**config.mk**
```make
export PLATFORM = sky130hd
export DESIGN_NAME = ws2812_pixel_waveform_sender_flat
export DESIGN_NICKNAME = d
export VERILOG_FILES = /design/src/sv/wps_pkg.sv /design/src/sv/wps_if.sv /design/src/sv/ws2812_pixel_waveform_sender.sv /design/src/flat_wrapper.sv
export SDC_FILE = /design/constraint.sdc
export NUM_CORES = 1
export LEC_CHECK = 0
export BUFFER_PORTS_ARGS = -buffer_cell sky130_fd_sc_hd__buf_2
export CAP_MARGIN = 20
export CORE_AREA = 2 2 168 170
export CTS_BUF_LIST = sky130_fd_sc_hd__clkbuf_8
export CTS_CLUSTER_SIZE = 25
export DETAILED_ROUTE_END_ITERATION = 10
export DIE_AREA = 0 0 170 172
export PLACE_DENSITY_LB_ADDON = 0.12
export SLEW_MARGIN = 20
export SYNTH_ARGS = -nofsm -noshare
export SYNTH_HDL_FRONTEND = slang
export SYNTH_SLANG_ARGS = --single-unit
```
**constraint.sdc**
```tcl
create_clock -name i_clk -period 5.4 [get_ports i_clk]
set_clock_uncertainty 0.2 [all_clocks]
set_input_delay 0.54 -clock i_clk [delete_from_list [all_inputs] [get_ports i_clk]]
set_output_delay 0.54 -clock i_clk [all_outputs]
set_load 0.01 [all_outputs]
```
**src/sv/wps_pkg.sv**
```systemverilog
`timescale 1ns / 1ps

package wps_pkg;

    // payload widths
    localparam int COLOR_W    = 24;
    localparam int IDX_W      = 3;
    localparam int TICK_W     = 10;
    localparam int LONG_W     = 16;
    localparam int LEN_W      = 4;
    localparam int BITPOS_W   = 5;
    localparam int CFG_ADDR_W = 3;
    localparam int CFG_DATA_W = 16;

    // first bit sent of a color word (green msb)
    localparam logic [BITPOS_W-1:0] COLOR_MSB = BITPOS_W'(COLOR_W - 1);

    typedef enum logic [1:0] {
        REQ_TICK  = 2'd0,
        REQ_LOAD  = 2'd1,
        REQ_START = 2'd2
    } t_req_type;

    // register indexes on the configuration port
    localparam logic [CFG_ADDR_W-1:0] CFG_ONE_HIGH  = 3'd0;
    localparam logic [CFG_ADDR_W-1:0] CFG_ONE_LOW   = 3'd1;
    localparam logic [CFG_ADDR_W-1:0] CFG_ZERO_HIGH = 3'd2;
    localparam logic [CFG_ADDR_W-1:0] CFG_ZERO_LOW  = 3'd3;
    localparam logic [CFG_ADDR_W-1:0] CFG_GAP       = 3'd4;
    localparam logic [CFG_ADDR_W-1:0] CFG_PIX_CNT   = 3'd5;
    localparam logic [CFG_ADDR_W-1:0] CFG_PAT_LEN   = 3'd6;

    // register reset values
    localparam logic [TICK_W-1:0] RST_ONE_HIGH  = 10'd140;
    localparam logic [TICK_W-1:0] RST_ONE_LOW   = 10'd160;
    localparam logic [TICK_W-1:0] RST_ZERO_HIGH = 10'd70;
    localparam logic [TICK_W-1:0] RST_ZERO_LOW  = 10'd120;
    localparam logic [LONG_W-1:0] RST_GAP       = 16'd12000;
    localparam logic [LONG_W-1:0] RST_PIX_CNT   = 16'd8;
    localparam logic [LEN_W-1:0]  RST_PAT_LEN   = 4'd1;

endpackage

```
**src/sv/wps_if.sv**
```systemverilog
`timescale 1ns / 1ps

// request word channel
interface wps_req_if import wps_pkg::*; ();
    logic                 valid;
    logic                 ready;
    t_req_type            req_type;
    logic [IDX_W-1:0]     entry_index;
    logic [COLOR_W-1:0]   entry_color;

    modport source (output valid, output req_type, output entry_index,
                    output entry_color, input ready);
    modport sink   (input valid, input req_type, input entry_index,
                    input entry_color, output ready);
endinterface

// result word channel
interface wps_res_if import wps_pkg::*; ();
    logic valid;
    logic ready;
    logic line_level;
    logic busy_res;
    logic frame_done;
    logic accepted;

    modport source (output valid, output line_level, output busy_res,
                    output frame_done, output accepted, input ready);
    modport sink   (input valid, input line_level, input busy_res,
                    input frame_done, input accepted, output ready);
endinterface

```
**src/sv/ws2812_pixel_waveform_sender.sv**
```systemverilog
// serial encoder for a one-wire addressable led chain
// request channel i_req carries one word per line cycle or command:
//   tick  - advance the waveform and report the line level
//   load  - write a 24-bit grb color into pattern entry entry_index (idle only)
//   start - begin a frame of pixel_count pixels, then a low latch gap (idle only)
// result channel o_res returns exactly one word per request word:
//   line_level, busy_res (frame or gap still running), frame_done (last gap
//   tick), accepted (load or start taken)
// pixel p shows pattern entry p mod pattern_length, msb first; bit timing and
// gap length come from the configuration registers, to be written only while idle; the block does not enforce this
// throughput: one request word per clock, sustained while the receiver takes every result word
// the result word is registered and valid in the clock after its request is taken
// the result sits in one output register; a request is taken whenever that
// register is empty or drained in the same clock, so a stalled receiver
// stalls the request side after one word
// reset (i_rst_n low, synchronous): idle, output empty, registers at their
// defaults; pattern entries hold garbage until loaded
`timescale 1ns / 1ps

module ws2812_pixel_waveform_sender import wps_pkg::*; #(
    parameter int PATTERN_DEPTH = 8
) (
    input  logic                  i_clk,
    input  logic                  i_rst_n,
    wps_req_if.sink               i_req,
    wps_res_if.source             o_res,
    input  logic                  i_cfg_wr_en,
    input  logic [CFG_ADDR_W-1:0] i_cfg_addr,
    input  logic [CFG_DATA_W-1:0] i_cfg_wr_data
);

    // only entries reachable by the 3-bit load index are stored
    localparam int STORE_DEPTH = (PATTERN_DEPTH < (1 << IDX_W)) ? PATTERN_DEPTH
                                                                : (1 << IDX_W);
    localparam int SIDX_W      = (STORE_DEPTH > 1) ? $clog2(STORE_DEPTH) : 1;
    // longest pattern the 4-bit length register can select
    localparam int LEN_MAX     = (1 << LEN_W) - 1;
    localparam int MAX_LEN     = (PATTERN_DEPTH < LEN_MAX) ? PATTERN_DEPTH : LEN_MAX;
    localparam int POS_W       = (MAX_LEN > 1) ? $clog2(MAX_LEN) : 1;
    localparam int CW          = (POS_W + 1 > LEN_W) ? POS_W + 1 : LEN_W;
    localparam logic [LEN_W-1:0] LEN_CAP = LEN_W'(MAX_LEN);

    typedef enum logic [1:0] {
        PH_IDLE,
        PH_HIGH,
        PH_LOW,
        PH_GAP
    } t_phase;

    function automatic logic [LONG_W-1:0] f_min1(input logic [LONG_W-1:0] v);
        return (v == '0) ? LONG_W'(1) : v;
    endfunction

    // configuration registers
    logic [TICK_W-1:0] r_one_high, r_one_low, r_zero_high, r_zero_low;
    logic [LONG_W-1:0] r_gap, r_pix_cnt;
    logic [LEN_W-1:0]  r_pat_len;

    // pattern store, no reset
    logic [COLOR_W-1:0] r_store [STORE_DEPTH];

    // frame state
    t_phase              r_phase, n_phase;
    logic [LONG_W-1:0]   r_ticks, n_ticks;
    logic [LONG_W-1:0]   r_pix, n_pix;
    logic [POS_W-1:0]    r_pat, n_pat;
    logic [BITPOS_W-1:0] r_bit, n_bit;
    logic                r_cur_bit, n_cur_bit;

    // output register
    logic r_out_valid;
    logic r_level, r_busy, r_done, r_acc;

    logic                take;
    logic                level, done, acc, store_we;
    logic                enter_high;
    logic [LONG_W-1:0]   ticks_base;
    logic [POS_W-1:0]    rd_pos;
    logic [BITPOS_W-1:0] rd_bit;
    logic [COLOR_W-1:0]  rd_color;
    logic                new_bit;
    logic [LONG_W-1:0]   dec;
    logic [LONG_W-1:0]   pix_inc;
    logic [CW-1:0]       pat_inc;
    logic [CW-1:0]       eff_len;
    logic [LEN_W-1:0]    len_sat;

    assign take        = i_req.valid && i_req.ready;
    assign i_req.ready = !r_out_valid || o_res.ready;

    assign o_res.valid      = r_out_valid;
    assign o_res.line_level = r_level;
    assign o_res.busy_res   = r_busy;
    assign o_res.frame_done = r_done;
    assign o_res.accepted   = r_acc;

    // effective pattern length: zero acts as one, capped at PATTERN_DEPTH
    assign len_sat = (r_pat_len == '0) ? LEN_W'(1)
                   : ((int'(r_pat_len) > PATTERN_DEPTH) ? LEN_CAP : r_pat_len);
    assign eff_len = CW'(len_sat);
    assign pat_inc = CW'(r_pat) + CW'(1);
    assign pix_inc = r_pix + LONG_W'(1);
    assign dec     = r_ticks - LONG_W'(1);

    // single read of the store, at the position the next high phase uses
    assign rd_color = (int'(rd_pos) < STORE_DEPTH) ? r_store[rd_pos[SIDX_W-1:0]]
                                                   : '0;
    assign new_bit  = rd_color[rd_bit];

    always_comb begin
        n_phase    = r_phase;
        ticks_base = r_ticks;
        n_pix      = r_pix;
        n_pat      = r_pat;
        n_bit      = r_bit;
        level      = 1'b0;
        done       = 1'b0;
        acc        = 1'b0;
        store_we   = 1'b0;
        enter_high = 1'b0;
        rd_pos     = r_pat;
        rd_bit     = r_bit;
        if (take) begin
            case (i_req.req_type)
                REQ_TICK: begin
                    case (r_phase)
                        PH_HIGH: begin
                            level      = 1'b1;
                            ticks_base = dec;
                            if (dec == '0) begin
                                n_phase    = PH_LOW;
                                ticks_base = f_min1(LONG_W'(r_cur_bit ? r_one_low
                                                                      : r_zero_low));
                            end
                        end
                        PH_LOW: begin
                            ticks_base = dec;
                            if (dec == '0) begin
                                if (r_bit != '0 && r_bit <= COLOR_MSB) begin
                                    // next bit of the same pixel
                                    n_bit      = r_bit - BITPOS_W'(1);
                                    rd_bit     = n_bit;
                                    enter_high = 1'b1;
                                end else begin
                                    // pixel finished
                                    n_bit  = COLOR_MSB;
                                    n_pix  = pix_inc;
                                    n_pat  = (pat_inc >= eff_len) ? '0 : pat_inc[POS_W-1:0];
                                    rd_pos = n_pat;
                                    rd_bit = COLOR_MSB;
                                    if (pix_inc >= r_pix_cnt || pix_inc == '0) begin
                                        n_phase    = PH_GAP;
                                        ticks_base = f_min1(r_gap);
                                    end else begin
                                        enter_high = 1'b1;
                                    end
                                end
                            end
                        end
                        PH_GAP: begin
                            ticks_base = dec;
                            if (dec == '0) begin
                                n_phase = PH_IDLE;
                                done    = 1'b1;
                            end
                        end
                        default: begin
                            // idle tick: line low, nothing moves
                        end
                    endcase
                end
                REQ_LOAD: begin
                    if (r_phase == PH_IDLE && int'(i_req.entry_index) < STORE_DEPTH) begin
                        store_we = 1'b1;
                        acc      = 1'b1;
                    end
                end
                REQ_START: begin
                    if (r_phase == PH_IDLE) begin
                        acc    = 1'b1;
                        n_pix  = '0;
                        n_pat  = '0;
                        n_bit  = COLOR_MSB;
                        rd_pos = '0;
                        rd_bit = COLOR_MSB;
                        if (r_pix_cnt == '0) begin
                            n_phase    = PH_GAP;
                            ticks_base = f_min1(r_gap);
                        end else begin
                            enter_high = 1'b1;
                        end
                    end
                end
                default: begin
                    // unused request code, ignored
                end
            endcase
        end
        if (enter_high) begin
            n_phase = PH_HIGH;
        end
    end

    // high phase entry takes its length from the bit it starts
    always_comb begin
        n_cur_bit = r_cur_bit;
        n_ticks   = ticks_base;
        if (enter_high) begin
            n_cur_bit = new_bit;
            n_ticks   = f_min1(LONG_W'(new_bit ? r_one_high : r_zero_high));
        end
    end

    always_ff @(posedge i_clk) begin
        if (!i_rst_n) begin
            r_phase     <= PH_IDLE;
            r_ticks     <= '0;
            r_pix       <= '0;
            r_pat       <= '0;
            r_bit       <= COLOR_MSB;
            r_cur_bit   <= 1'b0;
            r_out_valid <= 1'b0;
            r_one_high  <= RST_ONE_HIGH;
            r_one_low   <= RST_ONE_LOW;
            r_zero_high <= RST_ZERO_HIGH;
            r_zero_low  <= RST_ZERO_LOW;
            r_gap       <= RST_GAP;
            r_pix_cnt   <= RST_PIX_CNT;
            r_pat_len   <= RST_PAT_LEN;
        end else begin
            r_phase   <= n_phase;
            r_ticks   <= n_ticks;
            r_pix     <= n_pix;
            r_pat     <= n_pat;
            r_bit     <= n_bit;
            r_cur_bit <= n_cur_bit;
            if (take) begin
                r_out_valid <= 1'b1;
            end else if (o_res.ready) begin
                r_out_valid <= 1'b0;
            end
            if (i_cfg_wr_en) begin
                case (i_cfg_addr)
                    CFG_ONE_HIGH:  r_one_high  <= i_cfg_wr_data[TICK_W-1:0];
                    CFG_ONE_LOW:   r_one_low   <= i_cfg_wr_data[TICK_W-1:0];
                    CFG_ZERO_HIGH: r_zero_high <= i_cfg_wr_data[TICK_W-1:0];
                    CFG_ZERO_LOW:  r_zero_low  <= i_cfg_wr_data[TICK_W-1:0];
                    CFG_GAP:       r_gap       <= i_cfg_wr_data;
                    CFG_PIX_CNT:   r_pix_cnt   <= i_cfg_wr_data;
                    CFG_PAT_LEN:   r_pat_len   <= i_cfg_wr_data[LEN_W-1:0];
                    default: begin
                        // unmapped index, dropped
                    end
                endcase
            end
        end
        // payload, no reset
        if (take) begin
            r_level <= level;
            r_busy  <= (n_phase != PH_IDLE);
            r_done  <= done;
            r_acc   <= acc;
        end
        if (store_we) begin
            r_store[i_req.entry_index[SIDX_W-1:0]] <= i_req.entry_color;
        end
    end

endmodule

```
**src/flat_wrapper.sv**
```systemverilog
// flat-port wrapper written by rule: the top's interface ports become plain ports
module ws2812_pixel_waveform_sender_flat import wps_pkg::*;
#(
    parameter int PATTERN_DEPTH = 8
)
  (i_clk, i_rst_n, i_cfg_wr_en, i_cfg_addr, i_cfg_wr_data, i_req_valid, i_req_req_type, i_req_entry_index, i_req_entry_color, i_req_ready, o_res_valid, o_res_line_level, o_res_busy_res, o_res_frame_done, o_res_accepted, o_res_ready);
  wps_req_if i_req_i ();
  wps_res_if o_res_i ();
  input  logic i_clk;
  input  logic i_rst_n;
  input  logic i_cfg_wr_en;
  input  logic [CFG_ADDR_W-1:0] i_cfg_addr;
  input  logic [CFG_DATA_W-1:0] i_cfg_wr_data;
  input wire logic [$bits(i_req_i.valid)-1:0] i_req_valid;
  input wire logic [$bits(i_req_i.req_type)-1:0] i_req_req_type;
  input wire logic [$bits(i_req_i.entry_index)-1:0] i_req_entry_index;
  input wire logic [$bits(i_req_i.entry_color)-1:0] i_req_entry_color;
  output wire logic [$bits(i_req_i.ready)-1:0] i_req_ready;
  output wire logic [$bits(o_res_i.valid)-1:0] o_res_valid;
  output wire logic [$bits(o_res_i.line_level)-1:0] o_res_line_level;
  output wire logic [$bits(o_res_i.busy_res)-1:0] o_res_busy_res;
  output wire logic [$bits(o_res_i.frame_done)-1:0] o_res_frame_done;
  output wire logic [$bits(o_res_i.accepted)-1:0] o_res_accepted;
  input wire logic [$bits(o_res_i.ready)-1:0] o_res_ready;
  assign i_req_i.valid = i_req_valid;
  assign i_req_i.req_type = i_req_req_type;
  assign i_req_i.entry_index = i_req_entry_index;
  assign i_req_i.entry_color = i_req_entry_color;
  assign i_req_ready = i_req_i.ready;
  assign o_res_valid = o_res_i.valid;
  assign o_res_line_level = o_res_i.line_level;
  assign o_res_busy_res = o_res_i.busy_res;
  assign o_res_frame_done = o_res_i.frame_done;
  assign o_res_accepted = o_res_i.accepted;
  assign o_res_i.ready = o_res_ready;
  ws2812_pixel_waveform_sender #(.PATTERN_DEPTH(PATTERN_DEPTH)) u_core (.i_clk(i_clk), .i_rst_n(i_rst_n), .i_req(i_req_i), .o_res(o_res_i), .i_cfg_wr_en(i_cfg_wr_en), .i_cfg_addr(i_cfg_addr), .i_cfg_wr_data(i_cfg_wr_data));
endmodule
```
==> results of run 1 <==
[synthesized netlist by cell type (6+ instances only)]
master | instances | area, µm²
nand2_1 | 280 | 1050
edfxtp_1 | 196 | 5890
dfxtp_1 | 120 | 2400
nand3_1 | 68 | 340
a21boi_0 | 59 | 443
clkbuf_1 | 55 | 206
nor2_1 | 51 | 191
inv_1 | 49 | 184
o21ai_0 | 48 | 240
a21oi_1 | 47 | 235
mux2i_1 | 45 | 450
nor3_1 | 31 | 155
ha_1 | 29 | 363
nor4_1 | 29 | 181
mux2_2 | 24 | 270
nor2b_1 | 22 | 138
a211oi_1 | 21 | 158
a22oi_1 | 21 | 158
a31oi_1 | 21 | 131
a221oi_1 | 18 | 158
o211ai_1 | 18 | 135
and2_1 | 17 | 106
buf_2 | 17 | 85.1
nand2b_1 | 17 | 106
a21o_1 | 15 | 113
xor2_1 | 15 | 131
xnor2_1 | 13 | 114
nand4_1 | 12 | 75.1
and3_1 | 10 | 62.6
a211o_1 | 8 | 70.1
a32oi_1 | 6 | 52.6
nor4b_1 | 6 | 52.6
o221ai_1 | 6 | 52.6
o31ai_1 | 6 | 45.0
or2_2 | 6 | 37.5
[routing by layer]
layer  vias to the layer above  routed length [µm]  global-route usage [%]
met3                       112                2950                    4.76
li1                       5905                   -                       -
met1                      6072               17900                    37.3
met5                         -                  13                       0
met2                       548               21200                    50.5
met4                         2                1710                    13.7
[registers in the layout, summed over array words and instances (netlist names)]
name	cells
u_core.o_res.accepted	1
u_core.o_res.busy_res	1
u_core.o_res.frame_done	1
u_core.o_res.line_level	1
u_core.o_res.valid	1
u_core.r_bit	5
u_core.r_cur_bit	1
u_core.r_gap	16
u_core.r_one_high	10
u_core.r_one_low	10
u_core.r_pat	3
u_core.r_pat_len	4
u_core.r_phase	2
u_core.r_pix	16
u_core.r_pix_cnt	16
u_core.r_store	192
u_core.r_ticks	16
u_core.r_zero_high	10
u_core.r_zero_low	10
[power by group through the flow]
stage	clock network [W]	logic, W	registers [W]
after global routing	0.00226	0.000490	0.00262
final	0.00212	0.000452	0.00262
after CTS	0.00214	0.000437	0.00262
after floorplan	0	0.000267	0.00266
after detailed placement	0	0.000433	0.00267
after global placement	0	0.000428	0.00267
[worst min path at each step]
stage / cells past startpoint / endpoint / from / slack (ps)
finish: 1 / u_core.r_store[4][23]$_DFFE_PP_ / i_req_entry_color[23] / 20
global route: 3 / u_core.o_res.valid$_SDFFE_PN0P_ / i_req_valid / 2
CTS: 3 / u_core.r_gap[10]$_SDFFE_PN1P_ / i_cfg_wr_data[10] / 0.6
detailed placement: 2 / u_core.r_zero_low[6]$_SDFFE_PN1P_ / u_core.r_zero_low[6]$_SDFFE_PN1P_ / 250
global placement: 2 / u_core.r_zero_low[1]$_SDFFE_PN0P_ / u_core.r_zero_low[1]$_SDFFE_PN0P_ / 250
floorplan: 2 / u_core.r_zero_low[6]$_SDFFE_PN1P_ / u_core.r_zero_low[6]$_SDFFE_PN1P_ / 240
[final cells by class]
type	count	share of cell area [%]
Clock buffer	69	5.24
Inverter	50	1.04
Antenna cell	1	0.0138
Timing Repair Buffer	153	6.19
Tap cell	346	2.39
Multi-Input combinational cell	1069	38.6
Clock inverter	29	0.767
Sequential cell	316	45.7
[cell families after synthesis]
group                    count (synthesis)
AO/OA/AOI/OAI                          353
XOR/XNOR                                28
adder cells (fa/ha/maj)                 29
buffers and inverters                  131
flip-flops                             316
multiplexers                            71
AND/OR/NAND/NOR                        588
[what timing repair did]
item	in CTS	in global routing
hold buffers	4	0
buffers inserted	0	5
gates resized for setup	2	28
endpoints found under the hold margin	12	0
pin swaps	0	5
setup endpoints to repair	10	11
[metrics by stage]
| stage | area [µm²] | TNS, ps | hold slack, ps | power (W) | setup WS [ps] |
|---|---|---|---|---|---|
| 2_1_floorplan | 15600 | 0 | 237 | 0.00293 | 199 |
| 3_3_place_gp | 16800 | 0 | 248 | 0.00310 | 50.7 |
| 3_5_place_dp | 16800 | -384 | 255 | 0.00311 | -107 |
| 4_1_cts | 17900 | 0 | 0.585 | 0.00520 | 26.0 |
| 5_1_grt | 18100 | -81.9 | 2.22 | 0.00537 | -25.7 |
| 6_report | 18100 | 0 | 18.8 | 0.00519 | 123 |
==> flow_metrics.env, run 1 <==
export IMPL_status="finished clean"
export IMPL_fill_cells=2176
export IMPL_chipWidth_um=170
export IMPL_synthAdderAreaFrac_pct=2.32
export IMPL_grt_max_degree=71
export IMPL_clock_sinks=316
export IMPL_area_delta_synth_final_pct=15.9
export IMPL_cp_required_ps=5660
export IMPL_final_min_clock_period_ps=5280
export IMPL_cpMaxStageDelayCell="or4_4"
export IMPL_final_common_cell="nand2_1"
export IMPL_rows=61
export IMPL_power_leakage_nw=6.66
export IMPL_endpoint="u_core.r_ticks[1]$_SDFFE_PN0P_"
export IMPL_synth_edf_count=196
export IMPL_synth_fp_nets=1598
export IMPL_port_buffers=58
export IMPL_synth_top_family_by_area="simple AND/OR/NAND/NOR gates"
export IMPL_switching_power_w=0.00128
export IMPL_synth_mux_area_share_pct=4.80
export IMPL_end_kind="flip-flop"
export IMPL_wl_per_cell_um=21.5
export IMPL_powerDensity_nw_per_um2=287
export IMPL_vias=12600
export IMPL_r2r_start="u_core.r_ticks[1]$_SDFFE_PN0P_"
export IMPL_gp_congestion=0.979
export IMPL_post_route_util_pct=65.9
export IMPL_layout_common_cells="nand2_1 (278), edfxtp_1 (196), dfxtp_1 (120)"
export IMPL_antenna_found_initial=2
export IMPL_die_area_um2=29200
export IMPL_maxCapViolations=0
export IMPL_wirelength_mm=43.7
export IMPL_setup_viol=0
export IMPL_avgSynthCellArea_um2=10.3
export IMPL_multi_input_comb_area_um2=7000
export IMPL_yosysUniqueCellTypes=86
export IMPL_grtUsageTotal_pct=29.6
export IMPL_nets=1726
export IMPL_drive_gt1_share_pct=18.9
export IMPL_max_freq_mhz=190
export IMPL_ios=59
export IMPL_ys_warn_count=0
export IMPL_crit_buf_inv=4
export IMPL_synth_simple_area_share_pct=18.4
export IMPL_routed_via_density=6.22
export IMPL_place_hpwl_mm=29.7
export IMPL_clockBufferDepth=3
export IMPL_maxSlewHeadroom_pct=31.6
export IMPL_post_route_period_util_pct=97.7
export IMPL_grt_overflow_total=0
export IMPL_synth_compound_area_share_pct=16.4
export IMPL_synth_ff_type="edfxtp_1"
export IMPL_syn_area_um2=15600
export IMPL_synthArstFlopShare_pct=0
export IMPL_reg2reg_slack_ps=120
export IMPL_start_kind="flip-flop"
export IMPL_cts_tree="done"
export IMPL_slowest_delay_ps=600
export IMPL_peakVddDrop_v=0.000322
export IMPL_crit_start="u_core.r_ticks[1]$_SDFFE_PN0P_"
export IMPL_syn_inst=1516
export IMPL_cts_root_buf="clkbuf_8"
export IMPL_p_comb_share_pct=8.7
export IMPL_htreeDepth=2
export IMPL_seq_power_share_pct=50.5
export IMPL_drc=0
export IMPL_r2r_cells=19
export IMPL_path_max_fanout=21
export IMPL_clkLatencyLatePin_ps=600
export IMPL_ys_ff_latch=316
export IMPL_critPathKind="flip-flop to flip-flop"
export IMPL_cp_top_family="compound AO/OA/AOI/OAI gates"
export IMPL_intPower_w=0.00392
export IMPL_grt_pass1_vias=11900
export IMPL_tightest_slew_ps=1020
export IMPL_dp_cells=1925
export IMPL_cts_buffers=54
export IMPL_grt_pass1_wl_mm=66.6
export IMPL_cp_arrival_ps=5540
export IMPL_hold_class="input pin to flip-flop"
export IMPL_seqCellArea_um2=8290
export IMPL_hold_viol_final=0
export IMPL_dr_pass1_iters=6
export IMPL_final_cells=2033
export IMPL_synth_yosys_seq_area_share_pct=53.0
export IMPL_coreArea_um2=27500
export IMPL_path_depth=19
export IMPL_path_clk_slew_ps=70
export IMPL_drt_iter0_drc=1197
export IMPL_initial_core_util_pct=56.9
export IMPL_crit_chain="inv_1 -> ha_1 -> or4b_1 -> xnor2_1 -> o31a_1 -> or4_4 -> buf_4 -> nor2_2 -> buf_12 -> mux2_2 -> a221oi_1 -> o221ai_1 -> a32oi_1 -> and3_4 -> a21oi_2 -> a31oi_2 -> buf_4 -> mux2_2 -> o211a_1"
export IMPL_drv_slew=0
export IMPL_swShare_pct=24.6
export IMPL_rr_endpoint="u_core.r_ticks[1]$_SDFFE_PN0P_"
export IMPL_die_y_um=172
export IMPL_antenna_left=0
export IMPL_synth_xor_area_share_pct=1.57
export IMPL_clock_power_share_pct=40.8
(Power assumes the default switching activity.)
==> inputs of run 2 (changes only) <==
PLACE_DENSITY = 0.77   (was default)
PLACE_DENSITY_LB_ADDON = default   (was 0.12)
==> run 2 against run 1 <==
  * Sequential power hardly changed
  * Critical path depth is 2 higher
  * Core utilization hardly changed
  * Highest routed layer is now met4
  * Cell count is 0.54% lower
  * Non-clock buffer count is 2 lower
==> flow_metrics.env, run 2 (synthesized netlist as in run 1, its figures left out) <==
export IMPL_status="finished clean"
export IMPL_drv_slew=0
export IMPL_max_freq_mhz=190
export IMPL_path_max_fanout=31
export IMPL_routed_via_density=6.35
export IMPL_start_kind="flip-flop"
export IMPL_path_clk_slew_ps=70
export IMPL_clock_sinks=316
export IMPL_grt_use_met1_pct=36.0
export IMPL_post_route_util_pct=65.9
export IMPL_drc=0
export IMPL_grtUsageTotal_pct=30.1
export IMPL_p_comb_share_pct=8.3
export IMPL_dp_cells=1921
export IMPL_htreeDepth=2
export IMPL_cts_buffers=51
export IMPL_tightest_slew_ps=930
export IMPL_grt_max_degree=85
export IMPL_setup_viol=0
export IMPL_clkLatencyLatePin_ps=610
export IMPL_coreArea_um2=27500
export IMPL_post_route_period_util_pct=97.2
export IMPL_grt_pass1_vias=12700
export IMPL_grt_use_met3_pct=5.10
export IMPL_powerDensity_nw_per_um2=297
export IMPL_die_y_um=172
export IMPL_drt_iter0_drc=1316
export IMPL_r2r_start="u_core.r_ticks[1]$_SDFFE_PN0P_"
export IMPL_holdPathStages=1
export IMPL_ios=59
export IMPL_final_cells=2022
export IMPL_hold_viol_final=0
export IMPL_seq_power_share_pct=48.8
export IMPL_cp_required_ps=5710
export IMPL_area_delta_synth_final_pct=15.9
export IMPL_min_from="i_req_entry_color[22]"
export IMPL_pre_cts_slack_ps=105
export IMPL_swShare_pct=23.9
export IMPL_dr_pass1_iters=6
export IMPL_fill_cells=2107
export IMPL_reg2reg_slack_ps=150
export IMPL_cts_root_buf="clkbuf_8"
export IMPL_vias=12800
export IMPL_gp_congestion=0.944
export IMPL_drive_gt1_share_pct=18.3
export IMPL_hold_class="input pin to flip-flop"
export IMPL_critPathKind="flip-flop to flip-flop"
export IMPL_cts_tree="done"
export IMPL_rows=61
export IMPL_maxCapViolations=0
export IMPL_setup_tns_ps=0
export IMPL_rr_endpoint="u_core.r_ticks[1]$_SDFFE_PN0P_"
export IMPL_clockBufferDepth=3
export IMPL_cp_arrival_ps=5560
export IMPL_initial_core_util_pct=56.9
export IMPL_power_leakage_nw=6.61
export IMPL_diodes=0
export IMPL_nets=1721
export IMPL_die_area_um2=29200
export IMPL_grtUsageMet2_pct=52.5
export IMPL_hold_ws_ps=25.6
export IMPL_switching_power_w=0.00128
export IMPL_clock_power_share_pct=42.8
export IMPL_largest_register_ffs=192
export IMPL_antenna_left=0
export IMPL_wl_per_cell_um=21.8
export IMPL_grt_overflow_total=0
export IMPL_timing_final_ws_setup_ps=149
export IMPL_hold_end="u_core.r_store[6][22]$_DFFE_PP_"
export IMPL_layout_common_cells="nand2_1 (278), edfxtp_1 (196), dfxtp_1 (120)"
export IMPL_r2r_cells=21
export IMPL_final_common_cell="nand2_1"
export IMPL_final_min_clock_period_ps=5250
export IMPL_antenna_found_initial=0
export IMPL_maxSlewHeadroom_pct=37.8
export IMPL_wirelength_mm=44.1
export IMPL_end_kind="flip-flop"
export IMPL_port_buffers=58
export IMPL_grt_busiest_layer="met2"
export IMPL_intPower_w=0.00409
export IMPL_peakVddDrop_v=0.000296
export IMPL_place_hpwl_mm=29.6
export IMPL_chipWidth_um=170
export IMPL_grt_pass1_wl_mm=68.3
run 2: cell types whose count changed in the layout (fill, tap and decap cells not counted), sizes merged:
cell | previous run | this run
clkbuf | 69 | 55
inv | 72 | 61
clkinv | 7 | 16
bufinv | 0 | 8
buf | 149 | 142
dlygate4sd3 | 4 | 8
clkinvlp | 0 | 1
diode | 1 | 0
run 2: worst max-delay path, cell delays in order (launching register included):
cell and delay [ps]:
dfxtp_1 320, inv_1 70, ha_1 160, or4b_4 470, xnor2_1 140, o31a_1 350
buf_4 170, nor4_4 350, buf_4 230, a211o_2 260, nand2_2 110, buf_12 190
a211o_1 320, a21oi_1 270, nor4bb_4 90, nor4b_2 310, buf_4 170, a21oi_4 70
a31oi_2 170, buf_4 180, mux2_2 340, o211a_1 200
run 2: worst max-delay path by stage:
stage | startpoint | end | depth (start not counted)
after floorplan | u_core.r_ticks[0]$_SDFFE_PN0P_ | u_core.r_ticks[6]$_SDFFE_PN0P_ | 20
after global placement | u_core.r_ticks[2]$_SDFFE_PN0P_ | u_core.r_ticks[3]$_SDFFE_PN0P_ | 18
after detailed placement | u_core.r_ticks[1]$_SDFFE_PN0P_ | u_core.r_ticks[4]$_SDFFE_PN0P_ | 22
after CTS | u_core.r_ticks[1]$_SDFFE_PN0P_ | u_core.r_ticks[4]$_SDFFE_PN0P_ | 19
after global routing | u_core.r_ticks[0]$_SDFFE_PN0P_ | u_core.r_ticks[1]$_SDFFE_PN0P_ | 21
final | u_core.r_ticks[1]$_SDFFE_PN0P_ | u_core.r_ticks[1]$_SDFFE_PN0P_ | 21
run 2: layout make-up:
cell class / instances / area (µm²) / area share [%]
sequential: 316 / 8290 / 45.8
multi-input combinational: 1069 / 6940 / 38.3
timing repair buffer: 151 / 1130 / 6.24
clock buffer: 54 / 743 / 4.10
tap: 346 / 433 / 2.39
clock inverter: 36 / 387 / 2.13
inverter: 50 / 188 / 1.04
run 2: layer usage:
metal  routed length, µm  vias to the layer above  share of wire (%)
met2               21800                      609                 50
met4                2240                        0                5.1
met3                3180                      165                7.2
met5                   0                        -                  0
li1                    -                     5894                  -
met1               16900                     6174                 38
run 2: per-stage QoR:
step	area [µm²]	total power [W]
after global placement	16800	0.00309
after global routing	18100	0.00555
after CTS	18000	0.00539
after floorplan	15600	0.00293
final	18100	0.00538
after detailed placement	16800	0.00310
run 2: timing repair:
action                                 in CTS  in global routing
hold buffers                                8                  0
setup endpoints to repair                   0                 10
endpoints found under the hold margin      19                  0
resized for setup                           0                 21
setup buffers                               0                  2
run 2: power by group through the flow:
stage          Combinational (W)  Clock, W  Sequential [W]
3_5_place_dp            0.000424         0         0.00267
2_1_floorplan           0.000267         0         0.00266
4_1_cts                 0.000431   0.00233         0.00262
5_1_grt                 0.000486   0.00244         0.00263
6_report                0.000448   0.00230         0.00263
3_3_place_gp            0.000418         0         0.00267
==> inputs of run 3 (changes only) <==
HOLD_SLACK_MARGIN = 0.03   (was default)
==> run 3 against run 2 <==
  * Critical path depth unchanged
  * Sequential share of layout area decreased by 0.40 points
  * Via count increased by 0.73%
  * Worst hold slack improved by 29 ps
  * Cell count increased by 0.79%
  * Flip-flop and latch count unchanged
  * Largest cell class unchanged
==> flow_metrics.env, run 3 (synthesized netlist as in run 1, its figures left out) <==
export IMPL_setup_viol=0
export IMPL_cp_arrival_ps=5550
export IMPL_diodes=0
export IMPL_final_common_cell="nand2_1"
export IMPL_end_kind="flip-flop"
export IMPL_drt_met1_wl_mm=17.0
export IMPL_status="finished clean"
export IMPL_clock_sinks=316
export IMPL_multi_input_comb_area_um2=6940
export IMPL_initial_core_util_pct=56.9
export IMPL_vias=12900
export IMPL_layout_common_cells="nand2_1 (278), edfxtp_1 (196), dfxtp_1 (120)"
export IMPL_coreArea_um2=27500
export IMPL_die_y_um=172
export IMPL_cts_buffers=51
export IMPL_setup_tns_ps=0
export IMPL_fill_cells=2083
export IMPL_htreeDepth=2
export IMPL_cpMaxStageDelayCell="or4b_4"
export IMPL_critPathKind="flip-flop to flip-flop"
export IMPL_start_kind="flip-flop"
export IMPL_path_clk_slew_ps=70
export IMPL_grt_overflow_total=0
export IMPL_nets=1737
export IMPL_place_hpwl_mm=29.6
export IMPL_met2WireLength_mm=22.3
export IMPL_powerDensity_nw_per_um2=295
export IMPL_antenna_found_initial=0
export IMPL_hold_viol_final=0
export IMPL_cts_root_buf="clkbuf_8"
export IMPL_post_route_period_util_pct=97.1
export IMPL_maxSlewHeadroom_pct=38.2
export IMPL_rows=61
export IMPL_drv_slew=0
export IMPL_largest_register_ffs=192
export IMPL_drc=0
export IMPL_clockBufferDepth=3
export IMPL_dr_pass1_iters=5
export IMPL_clkLatencyLatePin_ps=620
export IMPL_power_leakage_nw=6.68
export IMPL_grtUsageTotal_pct=30.4
export IMPL_port_buffers=58
export IMPL_cp_required_ps=5710
export IMPL_final_min_clock_period_ps=5240
export IMPL_tightest_slew_ps=923
export IMPL_grt_pass1_wl_mm=69.0
export IMPL_grt_pass1_vias=12800
export IMPL_met3WireLength_mm=3.26
export IMPL_crit_buf_inv=6
export IMPL_seqCellArea_um2=8290
export IMPL_dp_cells=1921
export IMPL_chipWidth_um=170
export IMPL_area_delta_synth_final_pct=16.9
export IMPL_die_area_um2=29200
export IMPL_drt_iter0_drc=1212
export IMPL_cp_top_family="compound AO/OA/AOI/OAI gates"
export IMPL_crit_chain="inv_1 -> ha_1 -> or4b_4 -> xnor2_1 -> o31a_1 -> buf_4 -> nor4_4 -> buf_4 -> a211o_2 -> nand2_2 -> buf_12 -> a211o_1 -> a21oi_1 -> nor4bb_4 -> nor4b_2 -> buf_4 -> a21oi_4 -> a31oi_2 -> buf_4 -> mux2_2 -> o211a_1"
export IMPL_drive_gt1_share_pct=18.1
export IMPL_max_freq_mhz=191
export IMPL_antenna_left=0
export IMPL_grt_max_degree=85
export IMPL_hold_class="input pin to flip-flop"
export IMPL_peakVddDrop_v=0.000308
export IMPL_maxCapViolations=0
export IMPL_wirelength_mm=44.6
export IMPL_crit_top_cell="buf_4"
export IMPL_final_cells=2038
export IMPL_highest_layer="met4"
export IMPL_cts_tree="done"
export IMPL_slowest_delay_ps=470
export IMPL_routed_via_density=6.35
export IMPL_ios=59
export IMPL_wl_per_cell_um=21.9
export IMPL_path_max_fanout=31
export IMPL_gp_congestion=0.944
run 3: cell count changes in the layout (fill, tap and decap cells not counted), sizes merged:
cell / before / now
dlygate4sd3: 8 / 24
run 3: worst reg2reg max path: cells and delay by family (launching register included):
kind / cells / cell delay [ps]
compound gates: 7 / 1670
flops: 1 / 320
buf+inv: 6 / 1010
fa+ha+maj: 1 / 160
mux: 1 / 340
simple gates: 5 / 1320
xor+xnor: 1 / 140
run 3: through the flow:
| step | power, W | util [%] | hold slack [ps] | worst slack [ps] | area (µm²) |
|---|---|---|---|---|---|
| after CTS | 0.00540 | 66.0 | 32.2 | 52.0 | 18100 |
| final | 0.00539 | 66.5 | 54.1 | 157 | 18300 |
| after floorplan | 0.00293 | - | 237 | 199 | 15600 |
| after detailed placement | 0.00310 | 61.0 | 261 | 105 | 16800 |
| after global placement | 0.00309 | 61.0 | 249 | 190 | 16800 |
| after global routing | 0.00556 | 66.5 | 38.8 | -14.6 | 18300 |
run 3: worst paths after layout:
check                                                       from                               end  slack, ps  cells after the start
worst min register to register  u_core.r_one_low[9]$_SDFFE_PN0P_  u_core.r_one_low[9]$_SDFFE_PN0P_        270                      2
worst min-delay path                        i_req_entry_color[0]    u_core.r_store[2][0]$_DFFE_PP_         50                      1
worst max register to register    u_core.r_ticks[1]$_SDFFE_PN0P_    u_core.r_ticks[1]$_SDFFE_PN0P_        160                     21
worst max-delay path              u_core.r_ticks[1]$_SDFFE_PN0P_    u_core.r_ticks[1]$_SDFFE_PN0P_        160                     21
run 3: timing repair:
item	in CTS	in global routing
hold endpoints to repair	144	0
gates resized for setup	0	21
hold buffers	24	0
buffers inserted	0	2
setup endpoints to repair	0	10
run 3: metal layers:
layer  GRT usage [%]  vias up
met1            36.2     6233
met4            15.4        0
met2            53.4      636
li1                -     5923
met5               0        -
met3            5.24      144
run 3: layout make-up:
cell class / instances / share of cell area (%)
flip-flops and latches: 316 / 45.4
multi-input cells: 1069 / 38.0
repair buffers: 167 / 7.06
clock buffers: 54 / 4.07
well taps: 346 / 2.37
clock inverters: 36 / 2.12
inverters: 50 / 1.03
run 3: power by group:
part           leakage (nW)  internal (W)  total (W)  switching [W]
clock                 0.613       0.00132    0.00230       0.000984
combinational          3.33      0.000183   0.000458       0.000274
sequential             2.74       0.00260    0.00263      0.0000304
